File: config.mk
export PLATFORM = sky130hd
export DESIGN_NAME = rc_servo_pulse_decoder_unit
export DESIGN_NICKNAME = d
export VERILOG_FILES = /design/src/hw/rtl/rcspd_pkg.sv /design/src/hw/rtl/rcspd_lane.sv /design/src/hw/rtl/rcspd_merge.sv /design/src/hw/rtl/rc_servo_pulse_decoder_unit.sv
export SDC_FILE = /design/constraint.sdc
export NUM_CORES = 2
export LEC_CHECK = 0
export BUFFER_PORTS_ARGS = -buffer_cell sky130_fd_sc_hd__buf_2
export CELL_PAD_IN_SITES_DETAIL_PLACEMENT = 1
export CELL_PAD_IN_SITES_GLOBAL_PLACEMENT = 2
export CORE_MARGIN = 2
export CORE_UTILIZATION = 44
export DETAILED_ROUTE_END_ITERATION = 6
export HOLD_SLACK_MARGIN = 0.02
export PLACE_DENSITY_LB_ADDON = 0.1
export SYNTH_ARGS = -nofsm -noshare
export SYNTH_HDL_FRONTEND = slang
export SYNTH_SLANG_ARGS = --single-unit
File: constraint.sdc
create_clock -name clk -period 12.9 [get_ports clk]
set_input_delay 2.58 -clock clk [delete_from_list [all_inputs] [get_ports clk]]
set_output_delay 2.58 -clock clk [all_outputs]
set_load 0.01 [all_outputs]
File: src/hw/rtl/rcspd_pkg.sv
package rcspd_pkg;

  localparam int NUM_CHANNELS  = 6;
  localparam int NUM_SLEW_REGS = 6;

  localparam int CH_W       = 3;
  localparam int WIDTH_W    = 12;
  localparam int TIME_W     = 32;
  localparam int SLEW_W     = 16;
  localparam int CFG_IDX_W  = 3;
  localparam int CFG_DATA_W = 16;

  localparam logic [CFG_IDX_W-1:0] REG_NOSYNC = CFG_IDX_W'(NUM_SLEW_REGS);

  localparam logic [WIDTH_W-1:0] WIDTH_MIN   = 12'd750;
  localparam logic [WIDTH_W-1:0] WIDTH_MAX   = 12'd2250;
  localparam logic [WIDTH_W-1:0] WIDTH_RESET = 12'd1500;

  localparam logic [TIME_W-1:0] BAD_HOLD_US     = 32'd500000;
  localparam logic [TIME_W-1:0] EDGE_TIMEOUT_US = 32'd200000;

  localparam logic [CH_W-1:0] LAST_CH = CH_W'(NUM_CHANNELS - 1);

  typedef struct packed {
    logic [WIDTH_W-1:0] width;
    logic               age_ok;
    logic               bad;
  } lane_stat_t;

  function automatic logic width_in_range(input logic [WIDTH_W-1:0] w);
    return (w >= WIDTH_MIN) && (w <= WIDTH_MAX);
  endfunction

endpackage

File: src/hw/rtl/rcspd_lane.sv
module rcspd_lane
  import rcspd_pkg::*;
(
  input  logic              clk,
  input  logic              rst_n,
  input  logic              load,
  input  logic              level,
  input  logic              level_prev,
  input  logic [TIME_W-1:0] now,
  input  logic              upd,
  input  logic [SLEW_W-1:0] slew,
  output lane_stat_t        stat
);

  logic [TIME_W-1:0]  rise_r;
  logic [WIDTH_W-1:0] pw_r, pw_nxt;
  logic [WIDTH_W-1:0] meas_r;
  logic               meas_ok_r;
  logic               fall_r;
  logic               age_ok_r;

  logic [TIME_W-1:0]  elapsed;
  logic               rise_e, fall_e, meas_ok, age_ok;
  logic [WIDTH_W:0]   diff;
  logic               diff_neg;
  logic [WIDTH_W-1:0] mag;

  assign elapsed = now - rise_r;
  assign rise_e  = level & ~level_prev;
  assign fall_e  = ~level & level_prev;
  assign meas_ok = (elapsed >= TIME_W'(WIDTH_MIN)) && (elapsed <= TIME_W'(WIDTH_MAX));
  assign age_ok  = rise_e | (elapsed < EDGE_TIMEOUT_US);

  // step toward the new measurement, limited by slew
  always_comb begin
    diff     = {1'b0, meas_r} - {1'b0, pw_r};
    diff_neg = diff[WIDTH_W];
    mag      = diff_neg ? WIDTH_W'(-diff) : diff[WIDTH_W-1:0];
    pw_nxt   = pw_r;
    if (fall_r && meas_ok_r) begin
      if ((slew == '0) || ({{(SLEW_W-WIDTH_W){1'b0}}, mag} <= slew)) begin
        pw_nxt = meas_r;
      end else if (diff_neg) begin
        pw_nxt = pw_r - slew[WIDTH_W-1:0];
      end else begin
        pw_nxt = pw_r + slew[WIDTH_W-1:0];
      end
    end
  end

  always_ff @(posedge clk) begin
    if (!rst_n) begin
      rise_r    <= '0;
      pw_r      <= WIDTH_RESET;
      fall_r    <= 1'b0;
      meas_ok_r <= 1'b0;
      age_ok_r  <= 1'b0;
    end else begin
      if (load) begin
        if (rise_e) begin
          rise_r <= now;
        end
        fall_r    <= fall_e;
        meas_ok_r <= meas_ok;
        age_ok_r  <= age_ok;
      end
      if (upd) begin
        pw_r <= pw_nxt;
      end
    end
  end

  always_ff @(posedge clk) begin
    if (load) begin
      meas_r <= elapsed[WIDTH_W-1:0];
    end
  end

  assign stat.width  = pw_r;
  assign stat.age_ok = age_ok_r;
  assign stat.bad    = fall_r & ~meas_ok_r;

endmodule

File: src/hw/rtl/rcspd_merge.sv
module rcspd_merge
  import rcspd_pkg::*;
(
  input  logic                    clk,
  input  logic                    rst_n,
  input  logic                    upd,
  input  logic [TIME_W-1:0]       now,
  input  lane_stat_t              stat [NUM_CHANNELS],
  output logic [NUM_CHANNELS-1:0] ok
);

  logic [TIME_W-1:0]       bad_time_r;
  logic [NUM_CHANNELS-1:0] bad_vec;
  logic                    bad_clear;

  always_comb begin
    for (int i = 0; i < NUM_CHANNELS; i++) begin
      bad_vec[i] = stat[i].bad;
    end
  end

  assign bad_clear = (now - bad_time_r) > BAD_HOLD_US;

  always_comb begin
    for (int i = 0; i < NUM_CHANNELS; i++) begin
      ok[i] = bad_clear & stat[i].age_ok & width_in_range(stat[i].width);
    end
  end

  always_ff @(posedge clk) begin
    if (!rst_n) begin
      bad_time_r <= '0;
    end else if (upd && (|bad_vec)) begin
      bad_time_r <= now;
    end
  end

endmodule

File: src/hw/rtl/rc_servo_pulse_decoder_unit.sv
// Servo pulse-width decoder, one lane per channel.
// Input channel: in_valid/in_stall carries one beat per pin sample
// (in_pin_levels, in_time_us). Each sample yields NUM_CHANNELS output beats
// on out_valid/out_stall, channel 0 first, out_last on the final channel.
// Config: cfg_we writes cfg_wdata to register cfg_index (slew steps 0..5,
// then the no-sync width); indexes past the list are dropped.
// Pipeline: edge detect and timing in the lanes, then width update and
// bad-pulse merge, then a snapshot into a pending result buffer, then the
// output serializer, which shows the first output beat.
// The serializer sends one channel per cycle while out_stall is low; a
// new sample is taken while the previous one's beats are still going out,
// as long as the lane, merge and pending stages hold no other sample.
// Out_stall holds the current beat; the pending buffer fills and then
// in_stall rises. Reset clears the control and edge state (not the data
// buffers), widths go to 1500, no-sync to 1500, slews to unlimited; no beats are pending after reset.
module rc_servo_pulse_decoder_unit
  import rcspd_pkg::*;
(
  input  logic                    clk,
  input  logic                    rst_n,
  input  logic                    in_valid,
  output logic                    in_stall,
  input  logic [NUM_CHANNELS-1:0] in_pin_levels,
  input  logic [TIME_W-1:0]       in_time_us,
  output logic                    out_valid,
  input  logic                    out_stall,
  output logic [CH_W-1:0]         out_channel,
  output logic [WIDTH_W-1:0]      out_width_out,
  output logic                    out_valid_res,
  output logic                    out_last,
  input  logic                    cfg_we,
  input  logic [CFG_IDX_W-1:0]    cfg_index,
  input  logic [CFG_DATA_W-1:0]   cfg_wdata
);

  logic [SLEW_W-1:0]       slew_r [NUM_SLEW_REGS];
  logic [WIDTH_W-1:0]      nosync_r;
  logic [NUM_CHANNELS-1:0] prev_levels_r;
  logic [TIME_W-1:0]       now_r;
  logic                    s1_v_r, s2_v_r;

  logic [WIDTH_W-1:0]      pend_width_r [NUM_CHANNELS];
  logic [NUM_CHANNELS-1:0] pend_ok_r;
  logic                    pend_v_r, pend_v_nxt;

  logic [WIDTH_W-1:0]      ser_width_r [NUM_CHANNELS];
  logic [NUM_CHANNELS-1:0] ser_ok_r;
  logic                    ser_v_r, ser_v_nxt;
  logic [CH_W-1:0]         ser_idx_r, ser_idx_nxt;

  logic                    in_take, out_take, ser_load;
  lane_stat_t              stat [NUM_CHANNELS];
  logic [NUM_CHANNELS-1:0] ok;

  assign in_stall = s1_v_r | s2_v_r | pend_v_r;
  assign in_take  = in_valid & ~in_stall;

  always_ff @(posedge clk) begin
    if (!rst_n) begin
      for (int i = 0; i < NUM_SLEW_REGS; i++) begin
        slew_r[i] <= '0;
      end
      nosync_r <= WIDTH_RESET;
    end else if (cfg_we) begin
      if (cfg_index < REG_NOSYNC) begin
        slew_r[cfg_index] <= cfg_wdata;
      end else if (cfg_index == REG_NOSYNC) begin
        nosync_r <= cfg_wdata[WIDTH_W-1:0];
      end
    end
  end

  genvar g;
  generate
    for (g = 0; g < NUM_CHANNELS; g++) begin : g_lane
      logic [SLEW_W-1:0] lane_slew;
      if (g < NUM_SLEW_REGS) begin : g_slew
        assign lane_slew = slew_r[g];
      end else begin : g_noslew
        assign lane_slew = '0;
      end
      rcspd_lane u_lane (
        .clk        (clk),
        .rst_n      (rst_n),
        .load       (in_take),
        .level      (in_pin_levels[g]),
        .level_prev (prev_levels_r[g]),
        .now        (in_time_us),
        .upd        (s1_v_r),
        .slew       (lane_slew),
        .stat       (stat[g])
      );
    end
  endgenerate

  rcspd_merge u_merge (
    .clk   (clk),
    .rst_n (rst_n),
    .upd   (s1_v_r),
    .now   (now_r),
    .stat  (stat),
    .ok    (ok)
  );

  always_ff @(posedge clk) begin
    if (!rst_n) begin
      prev_levels_r <= '0;
      s1_v_r        <= 1'b0;
      s2_v_r        <= 1'b0;
    end else begin
      if (in_take) begin
        prev_levels_r <= in_pin_levels;
      end
      s1_v_r <= in_take;
      s2_v_r <= s1_v_r;
    end
  end

  always_ff @(posedge clk) begin
    if (in_take) begin
      now_r <= in_time_us;
    end
  end

  assign out_take = ser_v_r & ~out_stall;

  always_comb begin
    ser_load    = 1'b0;
    ser_v_nxt   = ser_v_r;
    ser_idx_nxt = ser_idx_r;
    pend_v_nxt  = pend_v_r;
    if (out_take) begin
      if (ser_idx_r == LAST_CH) begin
        ser_v_nxt = 1'b0;
      end else begin
        ser_idx_nxt = ser_idx_r + 1'b1;
      end
    end
    if (pend_v_r && (!ser_v_r || (out_take && (ser_idx_r == LAST_CH)))) begin
      ser_load    = 1'b1;
      ser_v_nxt   = 1'b1;
      ser_idx_nxt = '0;
      pend_v_nxt  = 1'b0;
    end
    if (s2_v_r) begin
      pend_v_nxt = 1'b1;
    end
  end

  always_ff @(posedge clk) begin
    if (!rst_n) begin
      pend_v_r  <= 1'b0;
      ser_v_r   <= 1'b0;
      ser_idx_r <= '0;
    end else begin
      pend_v_r  <= pend_v_nxt;
      ser_v_r   <= ser_v_nxt;
      ser_idx_r <= ser_idx_nxt;
    end
  end

  // snapshot after the width update; invalid channels get the no-sync width
  always_ff @(posedge clk) begin
    if (s2_v_r) begin
      for (int i = 0; i < NUM_CHANNELS; i++) begin
        pend_width_r[i] <= ok[i] ? stat[i].width : nosync_r;
      end
      pend_ok_r <= ok;
    end
    if (ser_load) begin
      ser_width_r <= pend_width_r;
      ser_ok_r    <= pend_ok_r;
    end
  end

  assign out_valid     = ser_v_r;
  assign out_channel   = ser_idx_r;
  assign out_width_out = ser_width_r[ser_idx_r];
  assign out_valid_res = ser_ok_r[ser_idx_r];
  assign out_last      = (ser_idx_r == LAST_CH);

endmodule
After elaboration in Yosys (flattened, before gate mapping)
Memory sizes are Yosys's and may differ from the RTL's.
Cells that the tools add are included.
W data, S select, Z words.
Storage, ports and cells
  bits in registers: 599
  memory bits (writable): 96
  input port bits: 62
  word-level logic and storage cells: 297
  memories kept: 1
Operators by class
  $add $sub $neg: 32
  $lt $le $gt $ge: 40
  equal/unequal tests: 2
  muxes and demuxes: 43
  bitwise gates (word level): 64
  reductions and logical operators: 56
Memories
  slew_r: words 6, width 16, rd ports 6, clocked after memory_dff 0, write ports 6, line rc_servo_pulse_decoder_unit.sv:36  | logic [SLEW_W-1:0] slew_r [NUM_SLEW_REGS];
Operator list (count)
  $mux W12: 26
  $sub A32 B32 Y32: 7
  $ge A32 B10 Y1 const B: 6
  $le A32 B12 Y1 const B: 6
  $lt A32 B18 Y1 const B: 6
  $le A12 B16 Y1: 6
  $logic_not A16 Y1: 6
  $sub A12 B12 Y13: 6
  $add A12 B12 Y12: 6
  $ge A12 B10 Y1 const B: 6
  $le A12 B12 Y1 const B: 6
  $neg A12 Y12: 6
  $sub A12 B12 Y12: 6
  $bmux W12 S3: 1
  $and A1 B1 Y1: 32
  $gt A32 B19 Y1 const B: 1
  $reduce_and A2 Y1: 14
  $not A1 Y1: 23
  $logic_and A1 B1 Y1: 21
  $mux W16: 1
  $reduce_or A16 Y1: 1
  $mux W1: 13
  $or A1 B1 Y1: 8
  $logic_or A1 B1 Y1: 7
  other kinds (13): 16

Depth between registers and ports, before layout
  depth after elaboration: 7
  mapped depth: 26
  depth with buffers taken out: 24

By module
Synthesis repeated with hierarchy kept, for this count alone.
Unflattened totals
  cell total of the unflattened synthesis: 6168
  area, all modules: 52296.4 sq um
Modules (own cells, without submodules)
  rcspd_lane at g_lane[0].u_lane ...: instances 5, cells an instance 823, area an instance 6153.4 sq um, seq. area each 1301.2 sq um
  rc_servo_pulse_decoder_unit: instances 1, cells an instance 695, area an instance 11601.1 sq um, seq. area each 9028.7 sq um
  rcspd_lane at g_lane[3].u_lane: instances 1, cells an instance 816, area an instance 6115.9 sq um, seq. area each 1301.2 sq um
  rcspd_merge: instances 1, cells an instance 542, area an instance 3812.4 sq um, seq. area each 640.6 sq um

Worst setup path after synthesis
No wires, ideal clock.
  kind: input-to-reg
  from: input port out_stall
  to: register ser_idx_r[0], in the netlist out_channel[0]
  data arrival time: 6.722 ns
  data required time: 12.781 ns
  path slack: 6.059 ns
  cell stages on the path: 4
  path buffers: 0
  cell sequence: o21a_1 -> nor2b_1 -> nand2b_1 -> nor2_1
On the way
  longest elaborated chain between the ends: 6
  elaborated cells on any way between the ends: 7
  classes of those cells: 2 x bitwise; 5 x reduce/logical
Ends and longest elaborated chain
  from (decl): line rc_servo_pulse_decoder_unit.sv:26  | input logic out_stall,
  $not A1 Y1 *: line rc_servo_pulse_decoder_unit.sv:125  | assign out_take = ser_v_r & ~out_stall;
  $and A1 B1 Y1 *: line rc_servo_pulse_decoder_unit.sv:125
  $logic_and A1 B1 Y1: line rc_servo_pulse_decoder_unit.sv:139  | if (pend_v_r && (!ser_v_r || (out_take && (ser_idx_r == LAST_CH)))) begin
  $logic_or A1 B1 Y1: line rc_servo_pulse_decoder_unit.sv:139
  $logic_and A1 B1 Y1: line rc_servo_pulse_decoder_unit.sv:139
  $reduce_or A2 Y1 (no line)
  to (signal assigned): line rc_servo_pulse_decoder_unit.sv:158  | ser_idx_r <= ser_idx_nxt;
  to (decl): line rc_servo_pulse_decoder_unit.sv:49  | logic [CH_W-1:0] ser_idx_r, ser_idx_nxt;
Mark *: on every way between the ends. The rest lies on a longest branch, timed or not.
A chain may end at the register's enable or synchronous reset.

Final worst setup path
  from: input port in_time_us[0]
  to: register g_lane[5].u_lane.meas_ok_r
On the way
  longest elaborated chain between the ends: 3
  elaborated cells on any way between the ends: 4
  classes of those cells: 1 x add/sub; 2 x order compare; 1 x reduce/logical
Ends and longest elaborated chain
  from (decl): line rc_servo_pulse_decoder_unit.sv:24  | input logic [TIME_W-1:0] in_time_us,
  $sub A32 B32 Y32 *: line rcspd_lane.sv:28  | assign elapsed = now - rise_r;
  $ge A32 B10 Y1 / $le A32 B12 Y1 (equally long branches): line rcspd_lane.sv:31  | assign meas_ok = (elapsed >= TIME_W'(WIDTH_MIN)) && (elapsed <= TIME_W'(WIDTH_MAX));
  $logic_and A1 B1 Y1 *: line rcspd_lane.sv:31
  to (signal assigned): line rcspd_lane.sv:64  | meas_ok_r <= meas_ok;
  to (decl): line rcspd_lane.sv:18  | logic meas_ok_r;
Marks and branches as above.

==> results.py <==
metrics = {
    "status": {
        "status": "complete, no violations",
    },
    "cts": {
        "cts_sinks": 695,
        "clkTransAtPathRegs_ps": 60,
        "clockBufferDepth": 3,
        "insertion_delay_ps": 700,
        "cts_resized": 0,
        "root_buffer": "clkbuf_16",
        "post_cts_buffers": 0,
        "htreeDepth": 3,
        "cts_buffers": 86,
        "holdBufCountCts": 0,
        "cts_tree": "yes",
    },
    "finish": {
        "stdcell_area_um2": 54900,
        "final_net_count": 6391,
        "area_growth_pct": 9.81,
        "layout-drive-gt1-share_pct": 6.28,
    },
    "grt": {
        "grt_pass1_vias": 43600,
        "antenna_found_initial": 6,
        "grt_pass1_wl_mm": 257,
        "grt_overflow_total": 0,
        "grt_max_degree": 161,
        "globalRouteTotalUtil_pct": 28.1,
    },
    "timing": {
        "maxClockFrequency_mhz": 160,
        "fin_skew_ps": 43.5,
        "setup_tns_ps": 0,
        "tightest_slew_ps": 1310,
        "final.period_utilization_pct": 48.4,
        "hold_violations": 0,
        "rsz0062_at_grt": "false",
        "drv_slew": 0,
        "finalSetupViolCount": 0,
        "fin_crit_ps": 6240,
        "max-slew-margin-rel_pct": 12.5,
    },
    "drt": {
        "wire_per_inst_um": 22.4,
        "route.detailed.drc": 0,
        "dr.pass1.iters": 5,
        "drt_iter0_markers": 2479,
        "wl_mm": 166,
        "vias": 43200,
        "vias_per_cell": 5.80,
        "ant_nets": 0,
    },
    "setup_path": {
        "startpoint": "in_time_us[0]",
        "arrival_ps": 6860,
        "cp_max_fo": 8,
        "reg2reg_depth": 19,
        "r2r_start": "g_lane[3].u_lane.pw_r[1]",
        "critPathCaptureType": "flop",
        "worstSetupPathType": "input port to flop",
        "cp.required_ps": 13520,
        "critPathLaunchType": "input port",
    },
    "hold_path": {
        "hold_depth": 0,
        "hp-class": "flop to flop",
        "hold_start": "pend_width_r[10]",
    },
    "synthesis": {
        "yosysSeqAreaShare_pct": 35.0,
        "synth_area_leaders": "edfxtp_1 21%, dfxtp_1 14%, ha_1 11%",
        "synth_edf_count": 356,
        "synthesis.nets": 6389,
        "synth.top_cell.area_share_pct": 21.4,
        "yosysWarningCount": 0,
        "ys_ff_latch": 695,
        "ys.flop_type": "edfxtp_1",
        "ys_types": 96,
        "synth_cells": 5867,
        "synthArstFlopShare_pct": 0,
        "synth_area_um2": 50000,
        "yosysTopAreaCell": "edfxtp_1",
        "avgSynthCellArea_um2": 8.52,
    },
    "floorplanning": {
        "core-area_um2": 113000,
        "die_area_um2": 116000,
        "die_x_um": 341,
        "pin_count": 81,
        "start_util_pct": 44.4,
        "num_rows": 123,
        "die_height_um": 341,
    },
    "place": {
        "placed_area_um2": 51900,
        "gp_congestion": 0.874,
        "portBuffers": 80,
        "hpwl_mm": 126,
    },
    "power": {
        "powerDensity_nw_per_um2": 130,
        "leakagePower_nw": 21.4,
        "ir_drop_uv": 107,
    },
    "flow_run": {
        "cap_violations": 0,
    },
}
## synthesized netlist by cell type, drive strengths merged, types with 19 or more instances
cell type / n
nand4: 79
nand2: 767
a21oi: 614
nor2b: 59
ha: 441
nand3: 109
mux2: 75
xor2: 88
o31ai: 50
a2111oi: 21
clkbuf: 190
dfxtp: 339
inv: 558
nand2b: 38
mux2i: 105
a31oi: 63
nor4: 34
edfxtp: 356
or3: 40
nor2: 408
o21a: 79
and3: 39
o2111ai: 21
a21o: 106
a211oi: 60
nand3b: 22
xnor2: 264
fa: 19
o21ai: 265
buf: 19
and2: 31
o21bai: 45
o22ai: 23
nor3: 87
o211ai: 78
## path summary, 6_finish.rpt
kind	to	slack [ps]
setup / recovery	g_lane[5].u_lane.meas_ok_r	6660
hold / removal	ser_width_r[10]	420
setup reg to reg	g_lane[3].u_lane.pw_r[3]	7130
hold reg to reg	ser_width_r[10]	420
## cell type report
type                            instances  area (µm²)
Fill cell                           13400       57800
Multi-Input combinational cell       4404       29700
Sequential cell                       695       17500
Clock buffer                          106        2330
Inverter                              559        2110
Tap cell                             1500        1880
Timing Repair Buffer                  123         738
Clock inverter                         52         698
Antenna cell                            2        5.00
## report_power, final
| part | total [mW] | internal [mW] | switching [mW] |
|---|---|---|---|
| clock | 2.62 | 1.55 | 1.08 |
| sequential | 2.52 | 2.44 | 0.0827 |
| combinational | 2.00 | 0.779 | 1.22 |
## registers in the layout (all words and copies together), names as in the netlist, 12 cells and up
name and flops:
g_lane.u_lane.meas_r 72, g_lane.u_lane.pw_r 72, g_lane.u_lane.rise_r 192, nosync_r 12
now_r 32, pend_width_r 72, ser_width_r 72, slew_r 96
u_merge.bad_time_r 32
## layout by cell type, fill, tap and decap left out, types with 108 or more instances in the layout
cell type    n
xnor2_1    264
nand3_1    108
inv_1      557
nand2_1    767
edfxtp_1   356
a21oi_1    610
dfxtp_1    337
nor2_1     408
ha_1       441
o21ai_0    255
## worst max-delay path: stages
cell       delay [ps]
buf_2             180
inv_1             360
ha_1              250
inv_1              70
fa_1              420
a211oi_1          340
o21ai_0           180
a21oi_1           390
o31ai_1           220
a221oi_1          540
o21ai_0           210
xnor2_1           170
o2111ai_1         120
nor4_1            590
a22o_1            230
## kinds of logic (layout without fill, tap and decap cells)
kind of cell | count (synthesis) | after routing | share of synthesized area [%]
xor+xnor | 352 | 352 | 6.17
compound gates | 1608 | 1608 | 20.4
fa+ha+maj | 460 | 460 | 11.8
flops | 695 | 695 | 35.0
buf+inv | 768 | 840 | 5.89
simple gates | 1791 | 1791 | 16.4
mux | 193 | 193 | 4.38
other cells | 0 | 2 | 0
## routing by layer
| layer | GRT usage, % | vias to the layer above | wire (µm) |
|---|---|---|---|
| met5 | 0 | - | 16 |
| met4 | 8.87 | 4 | 5240 |
| met3 | 2.73 | 220 | 5960 |
| met2 | 47.5 | 828 | 78400 |
| met1 | 37.8 | 21100 | 76800 |
| li1 | - | 21000 | - |
## stage by stage
stage	hold WS, ps	cells	worst slack [ps]	util (%)	power [mW]
final	420	7441	6660	48.7	7.14
after global routing	422	7439	6340	48.7	7.50
after CTS	420	7439	6700	48.7	7.19
after detailed placement	406	7281	6010	46.0	4.54
after global placement	401	7281	6030	46.0	4.50
after floorplan	400	5867	6060	-	3.98
No activity file was read; power rests on OpenSTA's default activity.
